[src/hw/rtl/asis_pkg.sv]
`default_nettype none

package asis_pkg;

  // field widths
  localparam int unsigned LuxW     = 24;
  localparam int unsigned SoilW    = 7;
  localparam int unsigned TempW    = 15;
  localparam int unsigned IvlW     = 14;
  localparam int unsigned ElapsedW = 20;
  localparam int unsigned DiffTW   = TempW + 1;

  // apb register window
  localparam int unsigned AddrW = 5;
  localparam int unsigned DataW = 32;

  localparam int unsigned HistDepthDef = 3;

  // interval codes in seconds
  localparam logic [IvlW-1:0] IvlMin  = 14'd600;
  localparam logic [IvlW-1:0] IvlMed  = 14'd1800;
  localparam logic [IvlW-1:0] IvlBase = 14'd3600;
  localparam logic [IvlW-1:0] IvlLong = 14'd7200;
  localparam logic [IvlW-1:0] IvlMax  = 14'd14400;

  localparam int unsigned NightShift = 2;  // night factor of 4

  localparam logic [ElapsedW-1:0] NightGuess   = 20'd36000;
  localparam logic [ElapsedW:0]   SunriseSlack = 21'd900;
  localparam logic [ElapsedW:0]   WakeOverhead = 21'd2;
  localparam logic [ElapsedW-1:0] ElapsedMax   = 20'hFFFFF;

  // register reset values
  localparam logic [LuxW-1:0]  LuxHighRst  = 24'd50000;
  localparam logic [LuxW-1:0]  LuxMedRst   = 24'd10000;
  localparam logic [LuxW-1:0]  LuxLowRst   = 24'd1000;
  localparam logic [SoilW-1:0] SoilHighRst = 7'd10;
  localparam logic [SoilW-1:0] SoilMedRst  = 7'd5;
  localparam logic [TempW-1:0] TempHighRst = 15'd300;
  localparam logic [LuxW-1:0]  NightLuxRst = 24'd1000;

  typedef enum logic [2:0] {
    REG_LUX_HIGH  = 3'd0,
    REG_LUX_MED   = 3'd1,
    REG_LUX_LOW   = 3'd2,
    REG_SOIL_HIGH = 3'd3,
    REG_SOIL_MED  = 3'd4,
    REG_TEMP_HIGH = 3'd5,
    REG_NIGHT_LUX = 3'd6,
    REG_SUNRISE   = 3'd7
  } reg_idx_e;

  typedef enum logic [1:0] {
    PH_UNKNOWN = 2'd0,
    PH_DAY     = 2'd1,
    PH_NIGHT   = 2'd2
  } phase_e;

  typedef enum logic [2:0] {
    ST_IDLE,
    ST_DIFF,
    ST_BASE,
    ST_LOAD,
    ST_DIV
  } state_e;

  typedef struct packed {
    logic [LuxW-1:0]  lux_high;
    logic [LuxW-1:0]  lux_med;
    logic [LuxW-1:0]  lux_low;
    logic [SoilW-1:0] soil_high;
    logic [SoilW-1:0] soil_med;
    logic [TempW-1:0] temp_high;
    logic [LuxW-1:0]  night_lux;
    logic             sunrise_en;
  } cfg_t;

  typedef struct packed {
    logic capture;
    logic diff;
    logic base;
    logic div_start;
    logic finish;
  } dp_cmd_t;

  typedef struct packed {
    logic div_done;
  } dp_stat_t;

endpackage

`default_nettype wire

[src/hw/rtl/asis_regs.sv]
`default_nettype none

module asis_regs (
  input  wire logic                        clk_i,
  input  wire logic                        rst_ni,
  input  wire logic                        psel,
  input  wire logic                        penable,
  input  wire logic                        pwrite,
  input  wire logic [asis_pkg::AddrW-1:0]  paddr,
  input  wire logic [asis_pkg::DataW-1:0]  pwdata,
  output logic      [asis_pkg::DataW-1:0]  prdata,
  output logic                             pready,
  output asis_pkg::cfg_t                   cfg_o
);
  import asis_pkg::*;

  cfg_t cfg_q, cfg_d;
  logic wr_en;
  logic [2:0] idx;

  assign pready = 1'b1;
  assign wr_en  = psel & penable & pwrite;
  assign idx    = paddr[AddrW-1:2];

  always_comb begin
    cfg_d = cfg_q;
    if (wr_en) begin
      case (idx)
        REG_LUX_HIGH:  cfg_d.lux_high   = pwdata[LuxW-1:0];
        REG_LUX_MED:   cfg_d.lux_med    = pwdata[LuxW-1:0];
        REG_LUX_LOW:   cfg_d.lux_low    = pwdata[LuxW-1:0];
        REG_SOIL_HIGH: cfg_d.soil_high  = pwdata[SoilW-1:0];
        REG_SOIL_MED:  cfg_d.soil_med   = pwdata[SoilW-1:0];
        REG_TEMP_HIGH: cfg_d.temp_high  = pwdata[TempW-1:0];
        REG_NIGHT_LUX: cfg_d.night_lux  = pwdata[LuxW-1:0];
        REG_SUNRISE:   cfg_d.sunrise_en = pwdata[0];
        default:       cfg_d = cfg_q;
      endcase
    end
  end

  always_ff @(posedge clk_i or negedge rst_ni) begin
    if (!rst_ni) begin
      cfg_q.lux_high   <= LuxHighRst;
      cfg_q.lux_med    <= LuxMedRst;
      cfg_q.lux_low    <= LuxLowRst;
      cfg_q.soil_high  <= SoilHighRst;
      cfg_q.soil_med   <= SoilMedRst;
      cfg_q.temp_high  <= TempHighRst;
      cfg_q.night_lux  <= NightLuxRst;
      cfg_q.sunrise_en <= 1'b0;
    end else begin
      cfg_q <= cfg_d;
    end
  end

  always_comb begin
    prdata = '0;
    case (idx)
      REG_LUX_HIGH:  prdata = DataW'(cfg_q.lux_high);
      REG_LUX_MED:   prdata = DataW'(cfg_q.lux_med);
      REG_LUX_LOW:   prdata = DataW'(cfg_q.lux_low);
      REG_SOIL_HIGH: prdata = DataW'(cfg_q.soil_high);
      REG_SOIL_MED:  prdata = DataW'(cfg_q.soil_med);
      REG_TEMP_HIGH: prdata = DataW'(cfg_q.temp_high);
      REG_NIGHT_LUX: prdata = DataW'(cfg_q.night_lux);
      REG_SUNRISE:   prdata = DataW'(cfg_q.sunrise_en);
      default:       prdata = '0;
    endcase
  end

  assign cfg_o = cfg_q;

endmodule

`default_nettype wire

[src/hw/rtl/asis_div.sv]
`default_nettype none

module asis_div #(
  parameter int unsigned DividendW = 22,
  parameter int unsigned DivisorW  = 2
) (
  input  wire logic                 clk_i,
  input  wire logic                 rst_ni,
  input  wire logic                 start_i,
  input  wire logic [DividendW-1:0] dividend_i,
  input  wire logic [DivisorW-1:0]  divisor_i,
  output logic                      done_o,
  output logic [DividendW-1:0]      quotient_o
);

  localparam int unsigned StepsPerCycle = 2;
  // dividend padded with leading zeros to a whole number of iterations
  localparam int unsigned QW    = ((DividendW + StepsPerCycle - 1) / StepsPerCycle)
                                  * StepsPerCycle;
  localparam int unsigned Iters = QW / StepsPerCycle;
  localparam int unsigned CntW  = $clog2(Iters + 1);

  logic [DivisorW-1:0] rem_q, rem_d;
  logic [QW-1:0]       quo_q, quo_d;
  logic [CntW-1:0]     cnt_q;

  // restoring division, two quotient bits per cycle
  always_comb begin
    logic [DivisorW:0] trial;
    rem_d = rem_q;
    quo_d = quo_q;
    trial = '0;
    for (int k = 0; k < StepsPerCycle; k++) begin
      trial = {rem_d, quo_d[QW-1]};
      quo_d = {quo_d[QW-2:0], 1'b0};
      if (trial >= {1'b0, divisor_i}) begin
        trial    = trial - {1'b0, divisor_i};
        quo_d[0] = 1'b1;
      end
      rem_d = trial[DivisorW-1:0];
    end
  end

  always_ff @(posedge clk_i or negedge rst_ni) begin
    if (!rst_ni) begin
      cnt_q <= '0;
    end else if (start_i) begin
      cnt_q <= CntW'(Iters);
    end else if (cnt_q != '0) begin
      cnt_q <= cnt_q - 1'b1;
    end
  end

  always_ff @(posedge clk_i) begin
    if (start_i) begin
      quo_q <= QW'(dividend_i);
      rem_q <= '0;
    end else if (cnt_q != '0) begin
      quo_q <= quo_d;
      rem_q <= rem_d;
    end
  end

  assign done_o     = (cnt_q == '0);
  assign quotient_o = quo_q[DividendW-1:0];

endmodule

`default_nettype wire

[src/hw/rtl/asis_ctrl.sv]
`default_nettype none

module asis_ctrl (
  input  wire logic          clk_i,
  input  wire logic          rst_ni,
  input  wire logic          in_valid_i,
  output logic               in_ready_o,
  output logic               out_valid_o,
  input  wire logic          out_ready_i,
  input  asis_pkg::dp_stat_t stat_i,
  output asis_pkg::dp_cmd_t  cmd_o
);
  import asis_pkg::*;

  state_e state_q, state_d;
  logic   out_valid_q, out_valid_d;

  always_ff @(posedge clk_i or negedge rst_ni) begin
    if (!rst_ni) begin
      state_q     <= ST_IDLE;
      out_valid_q <= 1'b0;
    end else begin
      state_q     <= state_d;
      out_valid_q <= out_valid_d;
    end
  end

  always_comb begin
    state_d    = state_q;
    cmd_o      = '0;
    in_ready_o = 1'b0;
    case (state_q)
      ST_IDLE: begin
        in_ready_o = 1'b1;
        if (in_valid_i) begin
          cmd_o.capture = 1'b1;
          state_d       = ST_DIFF;
        end
      end
      ST_DIFF: begin
        cmd_o.diff = 1'b1;
        state_d    = ST_BASE;
      end
      ST_BASE: begin
        cmd_o.base = 1'b1;
        state_d    = ST_LOAD;
      end
      ST_LOAD: begin
        cmd_o.div_start = 1'b1;
        state_d         = ST_DIV;
      end
      ST_DIV: begin
        // result goes out once the divider is done and the output slot is free
        if (stat_i.div_done && (!out_valid_q || out_ready_i)) begin
          cmd_o.finish = 1'b1;
          state_d      = ST_IDLE;
        end
      end
      default: state_d = ST_IDLE;
    endcase
  end

  always_comb begin
    out_valid_d = out_valid_q;
    if (cmd_o.finish) begin
      out_valid_d = 1'b1;
    end else if (out_ready_i) begin
      out_valid_d = 1'b0;
    end
  end

  assign out_valid_o = out_valid_q;

  a_finish_shows: assert property (@(posedge clk_i) disable iff (!rst_ni)
    cmd_o.finish |=> out_valid_q)
    else $error("finished result not presented");

  a_accept_starts: assert property (@(posedge clk_i) disable iff (!rst_ni)
    (in_valid_i && in_ready_o) |=> (state_q == ST_DIFF))
    else $error("accepted beat did not start processing");

  a_no_overwrite: assert property (@(posedge clk_i) disable iff (!rst_ni)
    cmd_o.finish |-> (!out_valid_q || out_ready_i))
    else $error("pending result overwritten");

endmodule

`default_nettype wire

[src/hw/rtl/asis_dp.sv]
`default_nettype none

module asis_dp #(
  parameter int unsigned HistDepth = asis_pkg::HistDepthDef
) (
  input  wire logic                           clk_i,
  input  wire logic                           rst_ni,
  input  asis_pkg::dp_cmd_t                   cmd_i,
  output asis_pkg::dp_stat_t                  stat_o,
  input  asis_pkg::cfg_t                      cfg_i,
  input  wire logic [asis_pkg::LuxW-1:0]      lux_centi_i,
  input  wire logic [asis_pkg::SoilW-1:0]     soil_percent_i,
  input  wire logic signed [asis_pkg::TempW-1:0] temp_centi_i,
  output logic [asis_pkg::IvlW-1:0]           interval_seconds_o
);
  import asis_pkg::*;

  localparam int unsigned SumW  = ElapsedW + $clog2(HistDepth);
  localparam int unsigned FillW = $clog2(HistDepth + 1);
  localparam int unsigned SlotW = (HistDepth > 1) ? $clog2(HistDepth) : 1;

  // captured measurement
  logic [LuxW-1:0]         lux_q;
  logic [SoilW-1:0]        soil_q;
  logic signed [TempW-1:0] temp_q;

  // previous measurement
  logic                    have_prev_q;
  logic [LuxW-1:0]         prev_lux_q;
  logic [SoilW-1:0]        prev_soil_q;
  logic signed [TempW-1:0] prev_temp_q;

  // change magnitudes
  logic [LuxW-1:0]   dl_q;
  logic [SoilW-1:0]  ds_q;
  logic [DiffTW-1:0] dt_q;
  logic              is_night_q;
  logic [IvlW-1:0]   ivl_q;

  // day/night tracking
  phase_e               phase_q, phase_d;
  logic [ElapsedW-1:0]  elapsed_q, elapsed_d;
  logic [ElapsedW-1:0]  lengths_q [HistDepth];
  logic [SlotW-1:0]     slot_q;
  logic [FillW-1:0]     filled_q;
  logic [SumW-1:0]      sum_q;
  logic [IvlW-1:0]      last_q;
  logic                 hist_wr;

  logic [IvlW-1:0]      out_q;
  logic [SumW-1:0]      quotient;

  // diff stage
  logic signed [DiffTW-1:0] tdiff;
  logic [ElapsedW:0]        esum;

  assign tdiff = DiffTW'(temp_q) - DiffTW'(prev_temp_q);
  assign esum  = {1'b0, elapsed_q} + (ElapsedW + 1)'(last_q) + WakeOverhead;

  always_ff @(posedge clk_i) begin
    if (cmd_i.capture) begin
      lux_q  <= lux_centi_i;
      soil_q <= soil_percent_i;
      temp_q <= temp_centi_i;
    end
    if (cmd_i.diff) begin
      dl_q       <= (lux_q > prev_lux_q) ? lux_q - prev_lux_q : prev_lux_q - lux_q;
      ds_q       <= (soil_q > prev_soil_q) ? soil_q - prev_soil_q : prev_soil_q - soil_q;
      dt_q       <= tdiff[DiffTW-1] ? DiffTW'(-tdiff) : DiffTW'(tdiff);
      is_night_q <= (lux_q < cfg_i.night_lux);
    end
  end

  // base interval from the change magnitudes, then night stretch
  logic [IvlW-1:0] base_ivl;
  logic [IvlW+1:0] base_x4;
  logic [IvlW-1:0] night_ivl;

  always_comb begin
    if (!have_prev_q) begin
      base_ivl = IvlBase;
    end else begin
      if (dl_q > cfg_i.lux_high) begin
        base_ivl = IvlMin;
      end else if (dl_q > cfg_i.lux_med) begin
        base_ivl = IvlMed;
      end else if (dl_q > cfg_i.lux_low) begin
        base_ivl = IvlBase;
      end else begin
        base_ivl = IvlLong;
      end
      if (ds_q > cfg_i.soil_high) begin
        if (IvlMin < base_ivl) base_ivl = IvlMin;
      end else if (ds_q > cfg_i.soil_med) begin
        if (IvlMed < base_ivl) base_ivl = IvlMed;
      end
      if (dt_q > DiffTW'(cfg_i.temp_high)) begin
        if (IvlMed < base_ivl) base_ivl = IvlMed;
      end
    end
    base_x4   = (IvlW + 2)'(base_ivl) << NightShift;
    night_ivl = base_ivl;
    if (is_night_q) begin
      night_ivl = (base_x4 > (IvlW + 2)'(IvlMax)) ? IvlMax : base_x4[IvlW-1:0];
    end
  end

  always_ff @(posedge clk_i) begin
    if (cmd_i.base) begin
      ivl_q <= night_ivl;
    end
  end

  // phase tracking and night accumulation
  always_comb begin
    phase_d   = phase_q;
    elapsed_d = elapsed_q;
    hist_wr   = 1'b0;
    if (cmd_i.diff && cfg_i.sunrise_en && phase_q == PH_NIGHT) begin
      elapsed_d = esum[ElapsedW] ? ElapsedMax : esum[ElapsedW-1:0];
    end
    if (cmd_i.base && cfg_i.sunrise_en) begin
      if (phase_q == PH_NIGHT && !is_night_q) begin
        hist_wr = 1'b1;
        phase_d = PH_DAY;
      end else if (phase_q != PH_NIGHT && is_night_q) begin
        phase_d   = PH_NIGHT;
        elapsed_d = '0;
      end else if (phase_q == PH_UNKNOWN && !is_night_q) begin
        phase_d = PH_DAY;
      end
    end
  end

  always_ff @(posedge clk_i or negedge rst_ni) begin
    if (!rst_ni) begin
      phase_q   <= PH_UNKNOWN;
      elapsed_q <= '0;
      slot_q    <= '0;
      filled_q  <= '0;
      sum_q     <= '0;
      for (int i = 0; i < HistDepth; i++) begin
        lengths_q[i] <= '0;
      end
    end else begin
      phase_q   <= phase_d;
      elapsed_q <= elapsed_d;
      if (hist_wr) begin
        lengths_q[slot_q] <= elapsed_q;
        // running total replaces the overwritten night
        sum_q  <= sum_q - SumW'(lengths_q[slot_q]) + SumW'(elapsed_q);
        slot_q <= (slot_q == SlotW'(HistDepth - 1)) ? '0 : slot_q + 1'b1;
        if (filled_q < FillW'(HistDepth)) begin
          filled_q <= filled_q + 1'b1;
        end
      end
    end
  end

  // average night length
  asis_div #(
    .DividendW (SumW),
    .DivisorW  (FillW)
  ) u_div (
    .clk_i      (clk_i),
    .rst_ni     (rst_ni),
    .start_i    (cmd_i.div_start),
    .dividend_i (sum_q),
    .divisor_i  (filled_q),
    .done_o     (stat_o.div_done),
    .quotient_o (quotient)
  );

  // sunrise cap and final clamp
  logic [ElapsedW-1:0] avg;
  logic [ElapsedW:0]   gap;
  logic [IvlW-1:0]     fin;

  always_comb begin
    avg = (filled_q == '0) ? NightGuess : quotient[ElapsedW-1:0];
    gap = {1'b0, avg} - {1'b0, elapsed_q} + SunriseSlack;
    fin = ivl_q;
    if (cfg_i.sunrise_en && phase_q == PH_NIGHT) begin
      if (elapsed_q < avg) begin
        if (gap < (ElapsedW + 1)'(fin)) fin = gap[IvlW-1:0];
      end else if (IvlMin < fin) begin
        fin = IvlMin;
      end
    end
    if (fin < IvlMin) fin = IvlMin;
    if (fin > IvlMax) fin = IvlMax;
  end

  always_ff @(posedge clk_i or negedge rst_ni) begin
    if (!rst_ni) begin
      have_prev_q <= 1'b0;
      last_q      <= '0;
    end else if (cmd_i.finish) begin
      have_prev_q <= 1'b1;
      last_q      <= fin;
    end
  end

  always_ff @(posedge clk_i) begin
    if (cmd_i.finish) begin
      out_q       <= fin;
      prev_lux_q  <= lux_q;
      prev_soil_q <= soil_q;
      prev_temp_q <= temp_q;
    end
  end

  assign interval_seconds_o = out_q;

  a_fill_bound: assert property (@(posedge clk_i) disable iff (!rst_ni)
    filled_q <= FillW'(HistDepth))
    else $error("night history fill count out of range");

  a_slot_bound: assert property (@(posedge clk_i) disable iff (!rst_ni)
    slot_q <= SlotW'(HistDepth - 1))
    else $error("night history slot out of range");

  a_result_range: assert property (@(posedge clk_i) disable iff (!rst_ni)
    cmd_i.finish |=> (out_q >= IvlMin && out_q <= IvlMax))
    else $error("interval outside clamp range");

endmodule

`default_nettype wire

[src/hw/rtl/adaptive_sample_interval_scheduler.sv]
// sequence: each input beat is captured, then the diff, base interval, divider load and divide
//   steps follow; the divide step uses the two-bit-per-cycle night average divider
// input: a new beat is taken only in idle, after the previous beat has finished;
//   a finished result waits in the output register while the next beat is taken
// reset: async active low; clears registers to defaults, phase unknown, history empty,
//   no previous sample
`default_nettype none

module adaptive_sample_interval_scheduler #(
  parameter int unsigned HISTORY_DEPTH = asis_pkg::HistDepthDef
) (
  input  wire logic                              clk_i,
  input  wire logic                              rst_ni,
  // sample channel
  input  wire logic                              in_valid_i,
  output logic                                   in_ready_o,
  input  wire logic [asis_pkg::LuxW-1:0]         lux_centi_i,
  input  wire logic [asis_pkg::SoilW-1:0]        soil_percent_i,
  input  wire logic signed [asis_pkg::TempW-1:0] temp_centi_i,
  // interval channel
  output logic                                   out_valid_o,
  input  wire logic                              out_ready_i,
  output logic [asis_pkg::IvlW-1:0]              interval_seconds_o,
  // register port
  input  wire logic                              psel,
  input  wire logic                              penable,
  input  wire logic                              pwrite,
  input  wire logic [asis_pkg::AddrW-1:0]        paddr,
  input  wire logic [asis_pkg::DataW-1:0]        pwdata,
  output logic [asis_pkg::DataW-1:0]             prdata,
  output logic                                   pready
);
  import asis_pkg::*;

  cfg_t     cfg;
  dp_cmd_t  cmd;
  dp_stat_t stat;

  // threshold and mode registers, word per register
  asis_regs u_regs (
    .clk_i   (clk_i),
    .rst_ni  (rst_ni),
    .psel    (psel),
    .penable (penable),
    .pwrite  (pwrite),
    .paddr   (paddr),
    .pwdata  (pwdata),
    .prdata  (prdata),
    .pready  (pready),
    .cfg_o   (cfg)
  );

  // sequencer: capture, diff, base interval, divider load, divide and finish
  asis_ctrl u_ctrl (
    .clk_i       (clk_i),
    .rst_ni      (rst_ni),
    .in_valid_i  (in_valid_i),
    .in_ready_o  (in_ready_o),
    .out_valid_o (out_valid_o),
    .out_ready_i (out_ready_i),
    .stat_i      (stat),
    .cmd_o       (cmd)
  );

  // sample history, day/night tracking, night average and sunrise cap
  asis_dp #(
    .HistDepth (HISTORY_DEPTH)
  ) u_dp (
    .clk_i              (clk_i),
    .rst_ni             (rst_ni),
    .cmd_i              (cmd),
    .stat_o             (stat),
    .cfg_i              (cfg),
    .lux_centi_i        (lux_centi_i),
    .soil_percent_i     (soil_percent_i),
    .temp_centi_i       (temp_centi_i),
    .interval_seconds_o (interval_seconds_o)
  );

endmodule

`default_nettype wire

[config.mk]
export PLATFORM = sky130hd
export DESIGN_NAME = adaptive_sample_interval_scheduler
export DESIGN_NICKNAME = d
export VERILOG_FILES = /design/src/hw/rtl/asis_pkg.sv /design/src/hw/rtl/asis_regs.sv /design/src/hw/rtl/asis_div.sv /design/src/hw/rtl/asis_ctrl.sv /design/src/hw/rtl/asis_dp.sv /design/src/hw/rtl/adaptive_sample_interval_scheduler.sv
export SDC_FILE = /design/constraint.sdc
export NUM_CORES = 1
export LEC_CHECK = 0
export BUFFER_PORTS_ARGS = -buffer_cell sky130_fd_sc_hd__buf_2
export CORE_UTILIZATION = 47
export DETAILED_ROUTE_END_ITERATION = 16
export PLACE_DENSITY_LB_ADDON = 0.15
export SLEW_MARGIN = 30
export SYNTH_ARGS = -nofsm -noshare
export SYNTH_HDL_FRONTEND = slang
export SYNTH_SLANG_ARGS = --single-unit
[constraint.sdc]
create_clock -name clk_i -period 6.18 [get_ports clk_i]
set_input_delay 0.927 -clock clk_i [delete_from_list [all_inputs] [get_ports clk_i]]
set_output_delay 0.927 -clock clk_i [all_outputs]
set_load 0.02 [all_outputs]
==> summary.md, run 1 <==
| Metric | Value |
|---|---|
| WL/cell | `18.83 um` |
| Post-Syn Instances | `3033` |
| CTS tree | `built` |
| Die area | `0.06305 sq mm` |
| Seq/Total Area, Yosys | `41.58%` |
| Drt pass-1 iters | `5` |
| Layout cells sized above 1 | `15.30%` |
| Largest family of logic cells by synthesized area | `compound AO/OA/AOI/OAI gates` |
| Synth Register Bits | `446` |
| Largest net degree at the start of global routing | `162` |
| Average size of a mapped cell | `9.615 sq um` |
| Worst endpoint data arrival time | `6.37 ns` |
| PD cells | `490.3 mW/mm^2` |
| Commonest non-fill, non-tap cells in the layout | `inv_1 (375), nand2_1 (319), ha_1 (319)` |
| Clk_lat worst skew | `0.61 ns` |
| Vias in the first global route | `22570` |
| Compound-gate portion of the synthesized area | `17.15%` |
| Crit path launch type | `flop` |
| Critical path class | `flop to flop` |
| Placed Cells | `3910` |
| CP required | `6.59 ns` |
| IO Port Bufs | `119` |
| Crit-path max FO | `7` |
| Initial DRC count | `1215` |
| Die width | `251.1 um` |
| Slew @ Worst Pin | `0.9415 ns` |
| Max-cap violations | `0` |
| Clk_skew | `0.02219 ns` |
| Number of cell rows | `90` |
| Final Setup Violations | `0` |
| Hold buffer count at CTS | `0` |
| Final Hold Viols | `0` |
| Fmax | `167.8 MHz` |
| Effective utilization at floorplan | `47.96%` |
| Chip height | `251.1 um` |
| Most common cell after layout, fill and taps aside | `inv_1` |
| Nets | `3641` |
| Fraction of registers with async set/reset | `57.62%` |
| Status | `finished clean` |
| CTS Buffer Depth | `3` |
| Peak supply drop | `282.8 uV` |
| Post-Synth XOR/XNOR Area | `2.609%` |
| # IOs | `139` |
| Reg2reg setup slack | `0.22 ns` |
| Area grow syn2layout | `13.69%` |
| DP Wirelength | `58180 um` |
| Core Area | `0.06081 sq mm` |
| P_leak | `0.01533 uW` |
| First-pass GRT wire length | `120600 um` |
| Clock-pin slew on the worst setup and hold paths | `0.06 ns` |
| Fin worst setup slack | `0.2212 ns` |
| Slew margin rel. | `37.17%` |
| Initial antenna violation count | `3` |
| Final WL | `75810 um` |
| Clock Tree Root | `clkbuf_16` |
| Adder-Cell Fraction of Synth Area | `15.93%` |
| Crit path time final | `5.959 ns` |
| H-tree Lvls | `2` |
| Final std cells w/o fill | `4026` |
| Inserted Clock Buffers | `53` |
| Final slew viol count | `0` |
| Sink Count | `446` |
| Crit share post-route | `96.42%` |
| Synth warnings | `0` |
| DP Worst Slack | `-0.4334 ns` |
| Synth Flop Type | `dfrtp_1` |
| Simple-gate share of the synthesized area | `12.20%` |
| Antenna-violating nets left | `0` |
| Overall global routing resource usage | `24.12%` |
| Post-synthesis cell type count | `101` |
| Multiplexer area fraction after synthesis | `3.960%` |
| Vias per cell | `5.550` |
| Worst hold path type | `input pin to asynchronous set/reset pin` |
| FILL cells | `5438` |
| Final GP Congestion | `0.9441` |
| Grt ovf | `0` |
| EDFF count, synth | `187` |
| Routed via count | `22340` |
| Remaining DRCs | `0` |
| CP endpoint kind | `flop` |
| Netlist Area Pre-Place | `0.02916 sq mm` |
## layout make-up
cell class / instances / area, sq um / area share [%]
flip-flops and latches: 446 / 12130 / 36.57
inverters: 380 / 1428 / 4.306
multi-input cells: 2104 / 15540 / 46.86
clock inverters: 26 / 207.7 / 0.6265
diodes: 3 / 7.507 / 0.02264
repair buffers: 212 / 1368 / 4.125
well taps: 782 / 978.4 / 2.951
clock buffers: 73 / 1504 / 4.536
## final timing paths
kind / end / from / cells after the start
worst min register to register: u_dp.prev_temp_q[10]$_DFFE_PP_ / u_dp.temp_q[10]$_DFFE_PP_ / 0
min in group clk_i: u_dp.prev_temp_q[10]$_DFFE_PP_ / u_dp.temp_q[10]$_DFFE_PP_ / 0
worst max-delay path: u_dp.interval_seconds_o[0]$_DFFE_PP_ / u_dp.filled_q[0]$_DFFE_PN0P_ / 27
worst min-delay path: u_dp.last_q[10]$_DFFE_PN0P_ / rst_ni / 1
worst max register to register: u_dp.interval_seconds_o[0]$_DFFE_PP_ / u_dp.filled_q[0]$_DFFE_PN0P_ / 27
max in group asynchronous: u_dp.u_div.cnt_q[2]$_DFFE_PN0P_ / rst_ni / 3
## Yosys cell counts (17+ instances only)
cell type / n / area share, %
xnor2_1: 61 / 1.8
edfxtp_1: 187 / 19
nor2_1: 130 / 1.7
a21oi_1: 170 / 2.9
inv_1: 380 / 4.9
a211oi_1: 17 / 0.44
a21o_1: 71 / 1.8
o21a_1: 22 / 0.57
fa_1: 29 / 2.0
clkbuf_1: 91 / 1.2
mux2_2: 43 / 1.7
dfstp_2: 31 / 2.8
ha_1: 325 / 14
dfrtp_1: 226 / 19
nand4_1: 32 / 0.69
mux2i_1: 67 / 2.3
o21ai_0: 300 / 5.1
nand2b_1: 49 / 1.1
nand3_1: 54 / 0.93
nor3_1: 33 / 0.57
nor2b_1: 42 / 0.90
nand2_1: 321 / 4.1
xor2_1: 24 / 0.72
o221a_2: 18 / 0.70
## worst max-delay path, cell delays in order (launching register included)
cell,delay [ns]
dfrtp_1,0.39
inv_2,0.09
ha_4,0.18
buf_6,0.13
nand2b_4,0.14
ha_4,0.13
inv_2,0.04
fa_2,0.62
nand2_2,0.07
o211ai_1,0.29
a41oi_2,0.17
o21bai_1,0.24
a2111oi_2,0.11
or3_1,0.40
and2_4,0.17
ha_4,0.22
o2111ai_4,0.11
a31oi_4,0.06
nor4b_2,0.26
mux2i_1,0.15
a211oi_2,0.17
buf_4,0.16
nand4_1,0.16
or2_4,0.34
o32ai_2,0.23
a41o_2,0.31
a31oi_4,0.14
nor4_1,0.26
## layer usage
| metal | share of wire, % | vias up | track usage (%) |
|---|---|---|---|
| met4 | 3.4 | 0 | 8.624 |
| met5 | 0 | - | 0 |
| met2 | 49 | 444 | 41.72 |
| li1 | - | 10950 | - |
| met3 | 3.5 | 125 | 2.620 |
| met1 | 45 | 10830 | 31.20 |
## registers in the layout, summed over array words and instances (netlist names), 15 cells and up
name / cells
u_regs.cfg_o: 126
u_dp.lengths_q: 60
u_dp.dl_q: 24
u_dp.lux_q: 24
u_dp.prev_lux_q: 24
u_dp.sum_q: 22
u_dp.u_div.quotient_o: 22
u_dp.elapsed_q: 20
u_dp.dt_q: 16
u_dp.prev_temp_q: 15
u_dp.temp_q: 15
## kinds of logic (layout without fill, tap and decap cells)
kind of cell | after synthesis | in the layout
simple gates | 753 | 753
fa+ha+maj | 354 | 354
buf+inv | 492 | 691
mux | 110 | 110
xor+xnor | 86 | 86
flops | 446 | 446
other cells | 2 | 13
compound gates | 790 | 791
## power by group
group / internal [uW] / leakage (uW) / switching, uW / total (uW)
Combinational: 3720 / 0.00952 / 4900 / 8620
Sequential: 4000 / 0.00497 / 575 / 4570
Clock: 1790 / 0.000834 / 1280 / 3070
Total: 9500 / 0.0153 / 6750 / 16300
## stage by stage
stage	util, %	area [sq um]	total power, uW	setup TNS, ns	hold slack (ns)
2_1_floorplan	-	29190	10080	0	0.4264
3_3_place_gp	50.92	30960	12340	-2.023	0.4448
3_5_place_dp	50.94	30970	12540	-7.291	0.4490
4_1_cts	53.93	32800	15830	0	0.3697
5_1_grt	54.52	33150	17490	-0.3464	0.3957
6_report	54.52	33150	16250	0	0.3250
## timing repair
action	in CTS	in global routing
cloned	1	0
setup endpoints to repair	24	22
pin swaps	13	21
gates resized for setup	17	40
setup buffers	3	8
(Power assumes the default switching activity.)
==> run 2: changes to the inputs <==
--- a/config.mk
+++ b/config.mk
@@ -6,7 +6,10 @@
 export NUM_CORES = 1
 export LEC_CHECK = 0
 export BUFFER_PORTS_ARGS = -buffer_cell sky130_fd_sc_hd__buf_2
-export CORE_UTILIZATION = 47
+export CELL_PAD_IN_SITES_DETAIL_PLACEMENT = 0
+export CELL_PAD_IN_SITES_GLOBAL_PLACEMENT = 1
+export CORE_MARGIN = 5
+export CORE_UTILIZATION = 45
 export DETAILED_ROUTE_END_ITERATION = 16
 export PLACE_DENSITY_LB_ADDON = 0.15
 export SLEW_MARGIN = 30
==> summary.md, run 2 (synthesis results as in run 1) <==
| Metric | Value |
|---|---|
| Most common cell after layout, fill and taps aside | `inv_1` |
| Reg2reg setup slack | `0.21 ns (about the same)` |
| Hold buffer count at CTS | `0 (unchanged)` |
| Clock Tree Root | `clkbuf_16` |
| Crit-path max FO | `7 (unchanged)` |
| DP Worst Slack | `-0.1876 ns (+0.2457 ns)` |
| Core Area | `0.06435 sq mm (+5.8%)` |
| Vias in the first global route | `22450 (-0.50%)` |
| Peak supply drop | `296.2 uV (+4.7%)` |
| Sink Count | `446 (unchanged)` |
| Worst endpoint data arrival time | `6.47 ns (+0.10 ns)` |
| Area grow syn2layout | `13.42%` |
| Final Hold Viols | `0 (unchanged)` |
| CP max stage cell | `or4_4` |
| DP Area | `0.03095 sq mm (about the same)` |
| CP endpoint | `u_dp.last_q[8]$_DFFE_PN0P_` |
| Fmax | `167.6 MHz (-0.13%)` |
| Antenna-violating nets left | `0 (unchanged)` |
| Effective utilization at floorplan | `45.32% (-2.6 points)` |
| Bufs and invs on worst path | `4 (unchanged)` |
| Number of cell rows | `93 (+3.3%)` |
| Drt pass-1 iters | `7 (+2)` |
| # IOs | `139 (unchanged)` |
| Initial DRC count | `1390 (+14%)` |
| ANT cells | `0 (-3)` |
| Largest register FFs | `126 (unchanged)` |
| Die width | `264.6 um (+5.4%)` |
| Metal-1 WL | `33200 um (-1.8%)` |
| P_leak | `0.01527 uW (-0.36%)` |
| Wire length on met2 | `39790 um (+8.2%)` |
| Final Setup Violations | `0 (unchanged)` |
| DP Wirelength | `60130 um (+3.4%)` |
| H-tree Lvls | `2 (unchanged)` |
| Remaining DRCs | `0 (unchanged)` |
| Uppermost layer routed | `met4` |
| Largest net degree at the start of global routing | `144 (-11%)` |
| Final slew viol count | `0 (unchanged)` |
| Max-cap violations | `0 (unchanged)` |
| Clock-pin slew on the worst setup and hold paths | `0.06 ns (about the same)` |
| Critical path class | `flop to flop` |
| Crit share post-route | `96.54% (+0.12 points)` |
| CP required | `6.68 ns (+0.09 ns)` |
| Status | `finished clean` |
| RSZ-0062 raised after global routing | `yes` |
| Clk_lat worst skew | `0.60 ns (about the same)` |
| Initial antenna violation count | `0 (-3)` |
| CTS tree | `built` |
| Power Total | `16040 uW (-1.3%)` |
| Worst hold path type | `input pin to asynchronous set/reset pin` |
| CTS Buffer Depth | `3 (unchanged)` |
| Grt ovf | `0 (unchanged)` |
| IO Port Bufs | `119 (unchanged)` |
| Fin worst setup slack | `0.2137 ns (-0.007516 ns)` |
| Die area | `0.07000 sq mm (+11%)` |
| Inserted Clock Buffers | `54 (+1.9%)` |
| Worst reg-to-reg path cell count | `26 (-3.7%)` |
| FF/Latch Area | `0.01213 sq mm (unchanged)` |
| CP endpoint kind | `flop` |
| Multi-input gate area | `0.01548 sq mm (-0.37%)` |
| Final GP Congestion | `0.9506 (+0.69%)` |
| Clk_skew | `0.01589 ns (-0.006297 ns)` |
| Routed via count | `22120 (-0.98%)` |
| Vias per cell | `5.423 (-2.3%)` |
| Largest stage delay, worst path | `0.59 ns (-0.03 ns)` |
| Commonest non-fill, non-tap cells in the layout | `inv_1 (376), ha_1 (321), nand2_1 (320)` |
| Nets | `3624 (-0.47%)` |
| Layout cells sized above 1 | `14.70% (-0.61 points)` |
| Reg2reg start | `u_dp.filled_q[1]$_DFFE_PN0P_` |
| WP depth | `26 (-3.7%)` |
| Top cell by count, worst path | `a31oi_4` |
| First-pass GRT wire length | `123500 um (+2.4%)` |
| WL/cell | `19.16 um (+1.8%)` |
| PD cells | `484.9 mW/mm^2 (-1.1%)` |
| Chip height | `264.6 um (+5.4%)` |
| Top cell family by delay on the critical path | `compound AO/OA/AOI/OAI gates` |
| WL met3 | `2658 um (-0.19%)` |
| Crit path launch type | `flop` |
| Slew @ Worst Pin | `0.9466 ns (+0.005121 ns)` |
| Slew margin rel. | `36.89% (-0.27 points)` |
| RR Endpoint | `u_dp.last_q[8]$_DFFE_PN0P_` |
| CP startpoint | `u_dp.filled_q[1]$_DFFE_PN0P_` |
| Overall global routing resource usage | `21.81% (-2.3 points)` |
| Crit path time final | `5.966 ns (+0.007516 ns)` |
| Finished Cell Area | `0.03308 sq mm (-0.23%)` |
| FILL cells | `5943 (+9.3%)` |
| Final WL | `78180 um (+3.1%)` |
run 2: cell count changes in the layout (fill, tap and decap cells not counted), sizes merged:
cell	previous run	this run
buf	212	194
clkinv	20	27
clkbuf	73	67
diode	3	0
inv	380	381
run 2: repair_timing:
item,CTS,global route
buffers inserted,1,10
resized for setup,10,39
cloned,1,0
setup endpoints to repair,18,28
pin swaps,4,26
run 2: cell type report:
type                            count  share of cell area, %
Sequential cell                   446                  36.66
Clock inverter                     34                 0.6998
Timing Repair Buffer              194                  3.756
Multi-Input combinational cell   2104                  46.79
Clock buffer                       67                  4.543
Inverter                          380                  4.316
Tap cell                          855                  3.234
run 2: metrics by stage:
step / hold slack [ns] / util (%) / setup TNS [ns] / cells
finish: 0.1947 / 51.40 / 0 / 4080
global route: 0.1888 / 51.40 / -0.8045 / 4080
CTS: 0.4146 / 50.90 / 0 / 4069
detailed placement: 0.4521 / 48.09 / -2.485 / 3966
global placement: 0.4424 / 48.08 / -0.2160 / 3966
floorplan: 0.4264 / - / 0 / 3041
run 2: where the power goes:
part | internal [uW] | switching [uW]
sequential | 4000 | 577
clock | 1800 | 1300
combinational | 3560 | 4800
run 2: worst min path at each step:
| stage | from | endpoint | cells past startpoint | slack (ns) |
|---|---|---|---|---|
| floorplan | u_dp.temp_q[0]$_DFFE_PP_ | u_dp.prev_temp_q[0]$_DFFE_PP_ | 0 | 0.43 |
| global placement | u_dp.soil_q[6]$_DFFE_PP_ | u_dp.prev_soil_q[6]$_DFFE_PP_ | 0 | 0.44 |
| detailed placement | u_dp.temp_q[10]$_DFFE_PP_ | u_dp.prev_temp_q[10]$_DFFE_PP_ | 0 | 0.45 |
| CTS | rst_ni | u_dp.lengths_q[42]$_DFFE_PN0P_ | 1 | 0.41 |
| global route | rst_ni | u_dp.lengths_q[42]$_DFFE_PN0P_ | 1 | 0.19 |
| finish | rst_ni | u_dp.lengths_q[42]$_DFFE_PN0P_ | 1 | 0.19 |
run 2: routing by layer:
metal	up-vias	global-route usage, %
li1	10900	-
met1	10710	27.54
met2	387	39.58
met3	127	2.330
met4	0	6.503
met5	-	0
